$ cat config.mk
export PLATFORM = sky130hd
export DESIGN_NAME = dwr_ctrl
export DESIGN_NICKNAME = d
export VERILOG_FILES = /design/src/hw/rtl/dwr_pkg.sv /design/src/hw/rtl/dwr_ctrl.sv
export SDC_FILE = /design/constraint.sdc
export NUM_CORES = 1
export LEC_CHECK = 0
export BUFFER_PORTS_ARGS = -buffer_cell sky130_fd_sc_hd__buf_2
export CAP_MARGIN = 20
export CORE_MARGIN = 10
export CORE_UTILIZATION = 57
export CTS_CLUSTER_DIAMETER = 50
export CTS_CLUSTER_SIZE = 28
export DETAILED_ROUTE_END_ITERATION = 7
export PLACE_DENSITY = 0.8
export RECOVER_POWER = 25
export SYNTH_ARGS = -nofsm -noshare
export SYNTH_HDL_FRONTEND = slang
export SYNTH_SLANG_ARGS = --single-unit
$ cat constraint.sdc
create_clock -name clk -period 1.95 [get_ports clk]
set_input_delay 0.2925 -clock clk [delete_from_list [all_inputs] [get_ports clk]]
set_output_delay 0.2925 -clock clk [all_outputs]
set_load 0.005 [all_outputs]
$ cat src/hw/rtl/dwr_pkg.sv
// Shared types and constants for the detection world registration block.
// Used by the interfaces, the controller, the datapath and the top level.
package dwr_pkg;

  // Fixed field widths
  localparam int unsigned TOTAL_W    = 4;
  localparam int unsigned RANGE_W    = 20;
  localparam int unsigned CFG_IDX_W  = 2;
  localparam int unsigned CFG_DATA_W = 24;
  localparam int unsigned DEN_W      = 32;

  // Configuration register indexes
  localparam logic [CFG_IDX_W-1:0] REG_MAX_SURV    = 2'd0;
  localparam logic [CFG_IDX_W-1:0] REG_FOCAL_PX    = 2'd1;
  localparam logic [CFG_IDX_W-1:0] REG_FOCAL_KNOWN = 2'd2;
  localparam logic [CFG_IDX_W-1:0] REG_IMAGE_WIDTH = 2'd3;

  // Arithmetic constants
  localparam logic [17:0]        INV_TAN_HALF_FOV = 18'd95355;  // 1/tan(34.5 deg), Q16
  localparam logic [RANGE_W-1:0] RANGE_MIN        = 20'd32768;  // 0.5 m
  localparam logic [RANGE_W-1:0] RANGE_MAX        = 20'd655360; // 10 m
  localparam logic [12:0]        RANGE_NUM_SCALE  = 13'd4352;   // 1.7 * 10 * 256
  localparam logic [3:0]         RANGE_DEN_SCALE  = 4'd10;
  localparam logic signed [15:0] ONE_Q14          = 16'sd16384;

  // Controller states
  typedef enum logic [5:0] {
    S_IDLE, S_CHECK, S_MUL_FOC, S_SET_FOC, S_DIV_RNG, S_WAIT_RNG, S_SET_RNG,
    S_MUL_LAT, S_DIV_LAT, S_WAIT_LAT, S_SET_LAT, S_MUL_WZ, S_MUL_XY, S_MUL_YY,
    S_MUL_ZZ, S_SET_C, S_NORM, S_SQ_S, S_SQ_C, S_SQRT, S_WAIT_SQRT, S_DIV_CS,
    S_WAIT_CS, S_SET_CS, S_DIV_SN, S_WAIT_SN, S_SET_SN, S_MUL_RC, S_MUL_LS,
    S_MUL_RS, S_MUL_LC, S_SUM_Y, S_WORLD, S_WALK_INIT, S_WALK_RD, S_WALK_CMP,
    S_STORE, S_FINISH
  } dwr_state_t;

  // Datapath commands
  typedef enum logic [5:0] {
    C_NOP, C_LOAD, C_MUL_FOC, C_SET_FOC, C_DIV_RNG, C_SET_RNG, C_MUL_LAT,
    C_DIV_LAT, C_SET_LAT, C_MUL_WZ, C_MUL_XY, C_MUL_YY, C_MUL_ZZ, C_SET_C,
    C_NORM, C_SQ_S, C_SQ_C, C_SQRT, C_DIV_CS, C_SET_CS, C_DIV_SN, C_SET_SN,
    C_MUL_RC, C_MUL_LS, C_MUL_RS, C_MUL_LC, C_SUM_Y, C_WORLD, C_WALK_INIT,
    C_RD, C_CMP, C_STORE, C_PUSH
  } dwr_cmd_t;

  // Datapath status back to the controller
  typedef struct packed {
    logic pose_ok;
    logic div_done;
    logic sqrt_done;
    logic walk_more;
  } dwr_stat_t;

endpackage

$ cat src/hw/rtl/dwr_ctrl.sv
// Sequencer of the registration datapath and owner of the handshakes.
// Depends on dwr_pkg for states, commands and status.
module dwr_ctrl (
  input  logic               clk,
  input  logic               rst,
  input  logic               in_valid,
  output logic               in_ready,
  output logic               out_valid,
  input  logic               out_ready,
  input  dwr_pkg::dwr_stat_t st,
  output dwr_pkg::dwr_cmd_t  cmd
);
  dwr_pkg::dwr_state_t state, state_next;
  logic                push;

  // State register
  always_ff @(posedge clk) begin
    if (rst) begin
      state <= dwr_pkg::S_IDLE;
    end else begin
      state <= state_next;
    end
  end

  // Result valid: set on push, drop when taken
  always_ff @(posedge clk) begin
    if (rst) begin
      out_valid <= 1'b0;
    end else if (push) begin
      out_valid <= 1'b1;
    end else if (out_ready) begin
      out_valid <= 1'b0;
    end
  end

  // Next state and commands
  always_comb begin
    state_next = state;
    cmd        = dwr_pkg::C_NOP;
    in_ready   = 1'b0;
    push       = 1'b0;
    unique case (state)
      dwr_pkg::S_IDLE: begin
        in_ready = 1'b1;
        if (in_valid) begin
          cmd        = dwr_pkg::C_LOAD;
          state_next = dwr_pkg::S_CHECK;
        end
      end
      dwr_pkg::S_CHECK:
        state_next = st.pose_ok ? dwr_pkg::S_MUL_FOC : dwr_pkg::S_FINISH;
      dwr_pkg::S_MUL_FOC: begin
        cmd = dwr_pkg::C_MUL_FOC; state_next = dwr_pkg::S_SET_FOC;
      end
      dwr_pkg::S_SET_FOC: begin
        cmd = dwr_pkg::C_SET_FOC; state_next = dwr_pkg::S_DIV_RNG;
      end
      dwr_pkg::S_DIV_RNG: begin
        cmd = dwr_pkg::C_DIV_RNG; state_next = dwr_pkg::S_WAIT_RNG;
      end
      dwr_pkg::S_WAIT_RNG:
        if (st.div_done) state_next = dwr_pkg::S_SET_RNG;
      dwr_pkg::S_SET_RNG: begin
        cmd = dwr_pkg::C_SET_RNG; state_next = dwr_pkg::S_MUL_LAT;
      end
      dwr_pkg::S_MUL_LAT: begin
        cmd = dwr_pkg::C_MUL_LAT; state_next = dwr_pkg::S_DIV_LAT;
      end
      dwr_pkg::S_DIV_LAT: begin
        cmd = dwr_pkg::C_DIV_LAT; state_next = dwr_pkg::S_WAIT_LAT;
      end
      dwr_pkg::S_WAIT_LAT:
        if (st.div_done) state_next = dwr_pkg::S_SET_LAT;
      dwr_pkg::S_SET_LAT: begin
        cmd = dwr_pkg::C_SET_LAT; state_next = dwr_pkg::S_MUL_WZ;
      end
      dwr_pkg::S_MUL_WZ: begin
        cmd = dwr_pkg::C_MUL_WZ; state_next = dwr_pkg::S_MUL_XY;
      end
      dwr_pkg::S_MUL_XY: begin
        cmd = dwr_pkg::C_MUL_XY; state_next = dwr_pkg::S_MUL_YY;
      end
      dwr_pkg::S_MUL_YY: begin
        cmd = dwr_pkg::C_MUL_YY; state_next = dwr_pkg::S_MUL_ZZ;
      end
      dwr_pkg::S_MUL_ZZ: begin
        cmd = dwr_pkg::C_MUL_ZZ; state_next = dwr_pkg::S_SET_C;
      end
      dwr_pkg::S_SET_C: begin
        cmd = dwr_pkg::C_SET_C; state_next = dwr_pkg::S_NORM;
      end
      dwr_pkg::S_NORM: begin
        cmd = dwr_pkg::C_NORM; state_next = dwr_pkg::S_SQ_S;
      end
      dwr_pkg::S_SQ_S: begin
        cmd = dwr_pkg::C_SQ_S; state_next = dwr_pkg::S_SQ_C;
      end
      dwr_pkg::S_SQ_C: begin
        cmd = dwr_pkg::C_SQ_C; state_next = dwr_pkg::S_SQRT;
      end
      dwr_pkg::S_SQRT: begin
        cmd = dwr_pkg::C_SQRT; state_next = dwr_pkg::S_WAIT_SQRT;
      end
      dwr_pkg::S_WAIT_SQRT:
        if (st.sqrt_done) state_next = dwr_pkg::S_DIV_CS;
      dwr_pkg::S_DIV_CS: begin
        cmd = dwr_pkg::C_DIV_CS; state_next = dwr_pkg::S_WAIT_CS;
      end
      dwr_pkg::S_WAIT_CS:
        if (st.div_done) state_next = dwr_pkg::S_SET_CS;
      dwr_pkg::S_SET_CS: begin
        cmd = dwr_pkg::C_SET_CS; state_next = dwr_pkg::S_DIV_SN;
      end
      dwr_pkg::S_DIV_SN: begin
        cmd = dwr_pkg::C_DIV_SN; state_next = dwr_pkg::S_WAIT_SN;
      end
      dwr_pkg::S_WAIT_SN:
        if (st.div_done) state_next = dwr_pkg::S_SET_SN;
      dwr_pkg::S_SET_SN: begin
        cmd = dwr_pkg::C_SET_SN; state_next = dwr_pkg::S_MUL_RC;
      end
      dwr_pkg::S_MUL_RC: begin
        cmd = dwr_pkg::C_MUL_RC; state_next = dwr_pkg::S_MUL_LS;
      end
      dwr_pkg::S_MUL_LS: begin
        cmd = dwr_pkg::C_MUL_LS; state_next = dwr_pkg::S_MUL_RS;
      end
      dwr_pkg::S_MUL_RS: begin
        cmd = dwr_pkg::C_MUL_RS; state_next = dwr_pkg::S_MUL_LC;
      end
      dwr_pkg::S_MUL_LC: begin
        cmd = dwr_pkg::C_MUL_LC; state_next = dwr_pkg::S_SUM_Y;
      end
      dwr_pkg::S_SUM_Y: begin
        cmd = dwr_pkg::C_SUM_Y; state_next = dwr_pkg::S_WORLD;
      end
      dwr_pkg::S_WORLD: begin
        cmd = dwr_pkg::C_WORLD; state_next = dwr_pkg::S_WALK_INIT;
      end
      dwr_pkg::S_WALK_INIT: begin
        cmd = dwr_pkg::C_WALK_INIT; state_next = dwr_pkg::S_WALK_RD;
      end
      dwr_pkg::S_WALK_RD: begin
        if (st.walk_more) begin
          cmd = dwr_pkg::C_RD; state_next = dwr_pkg::S_WALK_CMP;
        end else begin
          state_next = dwr_pkg::S_STORE;
        end
      end
      dwr_pkg::S_WALK_CMP: begin
        cmd = dwr_pkg::C_CMP; state_next = dwr_pkg::S_WALK_RD;
      end
      dwr_pkg::S_STORE: begin
        cmd = dwr_pkg::C_STORE; state_next = dwr_pkg::S_FINISH;
      end
      dwr_pkg::S_FINISH: begin
        // Wait for the result register to free up
        if (!out_valid || out_ready) begin
          cmd        = dwr_pkg::C_PUSH;
          push       = 1'b1;
          state_next = dwr_pkg::S_IDLE;
        end
      end
      default: state_next = dwr_pkg::S_IDLE;
    endcase
  end

endmodule

# Word-level counts from Yosys, hierarchy flattened
# Cells that the tools add are included.
# totals
reg_bits	7
word_cells	71
output_inout_bits	8
in_bits	8
# classes
n_mux	19
n_reduce_logical	6
eq_ne	44
# op_table
cell	n
$pmux W6 S37	1
$pmux W6 S32	1
$eq A6 B5 Y1 const B	16
$mux W6	9
$eq A6 B4 Y1 const B	8
$eq A6 B6 Y1 const B	6
$eq A6 B3 Y1 const B	4
$ne A2 B2 Y1 const B	7
$eq A6 B2 Y1 const B	2
$reduce_and A7 Y1	1
$eq A6 B1 Y1 const B	1
$logic_not A6 Y1	1
$mux W1	6
$mux W5	1
$mux W3	1
$reduce_bool A2 Y1	1
$reduce_or A2 Y1	1
$logic_not A1 Y1	1
$logic_or A1 B1 Y1	1

# Depth between registers and ports, before layout
# logic_depth
word_depth	5
mapped_depth	8
mapped_depth_nobuf	5

# Worst setup path after synthesis
# No wires, ideal clock.
# synth_path
path_type	register -> output
start	register state[1]
end	output port cmd[2]
arrival_time_ps	1322
stages_incl_launch_ff	8
slack_ps	335
path_cell_list	dfxtp_1 > buf_2 > buf_4 > nand2_1 > xnor2_1 > o21ai_0 > a21oi_1 > a311o_1
# synth_via
elab_chain_len	2
word_cells_on_any_way	33
# synth_lines
item	line	rtl
start: declaration	dwr_ctrl.sv:13	dwr_pkg::dwr_state_t state, state_next;
start signal: assignment	dwr_ctrl.sv:19	state <= dwr_pkg::S_IDLE;
start signal: assignment	dwr_ctrl.sv:21	state <= state_next;
$eq A6 B6 Y1 (tied with other cells)	dwr_ctrl.sv:42	unique case (state)
$pmux W6 S32 (*)	dwr_ctrl.sv:42	
end: declaration	dwr_ctrl.sv:11	output dwr_pkg::dwr_cmd_t cmd
# Every way passes the cells marked *; elsewhere a longest branch is shown, timed or not.

# Worst setup path after layout
# layout_path
start	register state[4]
end	output port cmd[0]
# The elaborated chain is that of the path after synthesis.

==> impl_metrics.ini <==
[routing]
detail-route-antenna-nets = 0
drt-initial-drc-count = 200
via_count = 1535
post_drt_wl_per_cell_microns = 23.29
dr.pass1.iters = 5
via_per_inst = 7.009
remaining_drc_errors = 0
wirelength_microns = 5101

[yosys]
syn-instance-count = 156
post_synth_xor_area_fraction = 0.03204
synth_edf_count = 0
synth.top_cell.area_share = 0.1281
compound_cell_area_share_of_the_yosys_netlist = 0.3410
synth_top_family_by_area = simple AND/OR/NAND/NOR gates
yosys_warnings = 0
synth_adder_area_share = 0
yosysTopAreaCell = dfxtp_1
async_flop_share = 0
fraction_of_the_mapped_netlist_area_in_simple_logic_gates = 0.3810
postSynthRegisterBits = 7
syn-mean-instance-area_sq_um = 7.010
synthMuxAreaShare = 0.01030
synth.area.top_cells = dfxtp_1 (13%), nor2b_1 (5.7%), o21ai_0 (5.5%), nand2b_1 (5.1%), a21oi_1 (5.0%)
synthFlopType = dfxtp_1
mappedNetlistArea_sq_um = 1094
synth_nets = 164
synth_cell_types = 45
portion_of_the_post_synthesis_area_used_by_sequential_elements = 0.1281

[global_route]
grt_pass1_wl_microns = 6534
grt_pass1_vias = 1331
globalRouteOverflowTotal = 0
antenna_found_initial = 0
global_route.usage.total = 0.1915
grt_start_max_net_pins = 16

[clock_tree]
ctsHoldBuffers = 0
num_clock_sinks = 7
cts_htree_levels = 1
clk_pin_slew_ns = 0.07
clk_latency_ns = 0.26
clock_tree.root_cell = clkbuf_4
cts_tree = built
clock_path_buffers = 2
cts-buffers-inserted = 3

[setup_path]
worst_setup_path_startpoint = state[4]$_SDFFE_PP0P_
critical_path.reg2reg.startpoint = state[4]$_SDFFE_PP0P_
crit_chain = buf_12 > buf_4 > nor3b_1 > nor2_1 > nor2_2 > nand2_1 > o311ai_2 > buf_2
critical_path.slowest_cell = dfxtp_4
startpoint_type = register
timing.critical_path.slowest_cell_delay_ns = 0.36
worst_ep_required_time_ns = 1.66
worst-endpoint-arrival_ns = 1.81
crit_family = simple AND/OR/NAND/NOR gates
critical_path.max_fanout = 5
worst_setup_path_end_kind = output port
timing.setup.critical_path_class = register to output port
worst-r2r-setup-slack_ns = -0.04
cp_bufs_invs = 3

[timing]
worst_slew_pin_slew_ns = 0.4276
period_utilization = 1.077
finalClockSkew_ns = 0.004176
timing.final.ws_setup_ns = -0.1509
max_clock_freq_mhz = 476.0
slew_violations = 0
setup-tns-final_ns = -0.4195
hold_viol_final = 0
setup_violations = 7
layout_min_cycle_time_ns = 2.101
timing.slew.headroom = 0.7076
rsz0062_at_grt = true
fin_hold_ws_ns = 0.3274

[layout]
layout.filler_cells = 83
final_area_sq_um = 1612
post_route_cells_drive_above_1_share = 0.4742
nNetsFinal = 203
area.growth.synth_to_final_pct = 47.37
layout.cells.most_common = buf_4
most-common-layout-cells = buf_4 (27), buf_2 (13), nand2_1 (11), nor2_1 (9), a21oi_1 (8)
inserted_diodes = 0

[floorplanning]
fp.dieArea_sq_um = 4070
die_width_microns = 63.80
std_cell_rows = 15
die-height_microns = 63.80
core_area_sq_um = 1764
pin_count = 16
effective_utilization_at_floorplan = 0.6199

[power]
peakVddDrop_mv = 1.012
power-per-cell-area_nw_per_um2 = 1332
p_leak_nw = 0.6149
totalPowerFinal_mw = 2.147

[placed_design]
io_buffer_count = 15
detailed_place.area_sq_um = 1269
pre_cts_ws_ns = 0.03208
place_congestion = 0.9365
post-dp-hpwl_microns = 2538

[run_status]
violations = setup timing
run_status = finished, violations left

[worst_hold_path]
worstHoldStart = rst
timing.hold.worst.class = input port to register

[run]
maxCapViolations = 0
worst register-to-register path, delay by kind of cell (launching register included):
family	cells	cell delay, ns
compound gates	4	0.80
buf+inv	3	0.39
flops	1	0.37
simple gates	1	0.28
metrics by stage:
stage,util,std cells
6_report,0.9135,219
5_1_grt,0.9135,219
4_1_cts,0.8574,216
3_5_place_dp,0.7191,198
3_3_place_gp,0.7191,198
2_1_floorplan,-,156
state kept, by name (all words and copies together), names as in the netlist:
signal and flops:
out_valid 1, state 6
synth_stat cells, drive strengths merged, types with 4 or more instances:
| library cell | count |
|---|---|
| nand3 | 4 |
| inv | 5 |
| nor4 | 4 |
| a211oi | 4 |
| nand2 | 11 |
| buf | 16 |
| nand2b | 9 |
| dfxtp | 7 |
| o21ai | 13 |
| or3 | 4 |
| nor3 | 6 |
| nor2b | 10 |
| nor2 | 12 |
| a21oi | 13 |
path summary, 6_finish.rpt:
check,endpoint,depth (start not counted)
worst max register to register,state[2]$_SDFFE_PP0P_,8
worst min-delay path,state[4]$_SDFFE_PP0P_,2
worst max-delay path,cmd[0],8
worst min register to register,state[4]$_SDFFE_PP0P_,1
cell type report:
| cell class | count | area (sq um) | area share |
|---|---|---|---|
| inverters | 5 | 18.77 | 0.01165 |
| multi-input cells | 127 | 944.7 | 0.5862 |
| clock buffers | 4 | 26.28 | 0.01630 |
| repair buffers | 51 | 430.4 | 0.2671 |
| flip-flops and latches | 7 | 160.2 | 0.09938 |
| well taps | 25 | 31.28 | 0.01941 |
cells by family after synthesis:
| logic type | after synthesis |
|---|---|
| AND/OR/NAND/NOR | 68 |
| AO/OA/AOI/OAI | 54 |
| buffers and inverters | 22 |
| flip-flops | 7 |
| XOR/XNOR | 4 |
| multiplexers | 1 |
metal layers:
layer	track usage	part of all wire	wire length [microns]
met1	0.2524	0.38	1937
met5	0	0	0
met4	0.06557	0.079	403
met2	0.3010	0.43	2183
met3	0.03659	0.11	576
repair_timing:
item	in CTS	in global routing
pin swaps	5	9
gates resized for setup	22	29
gates cloned	2	0
buffers inserted	12	4
endpoints found under the setup margin	7	10
report_power, final:
group,leakage [nW],switching (mW),internal (mW)
clock network,0.0150,0.0698,0.0790
logic,0.539,0.931,0.793
registers,0.0611,0.0811,0.193
No activity file was read; power rests on OpenSTA's default activity.
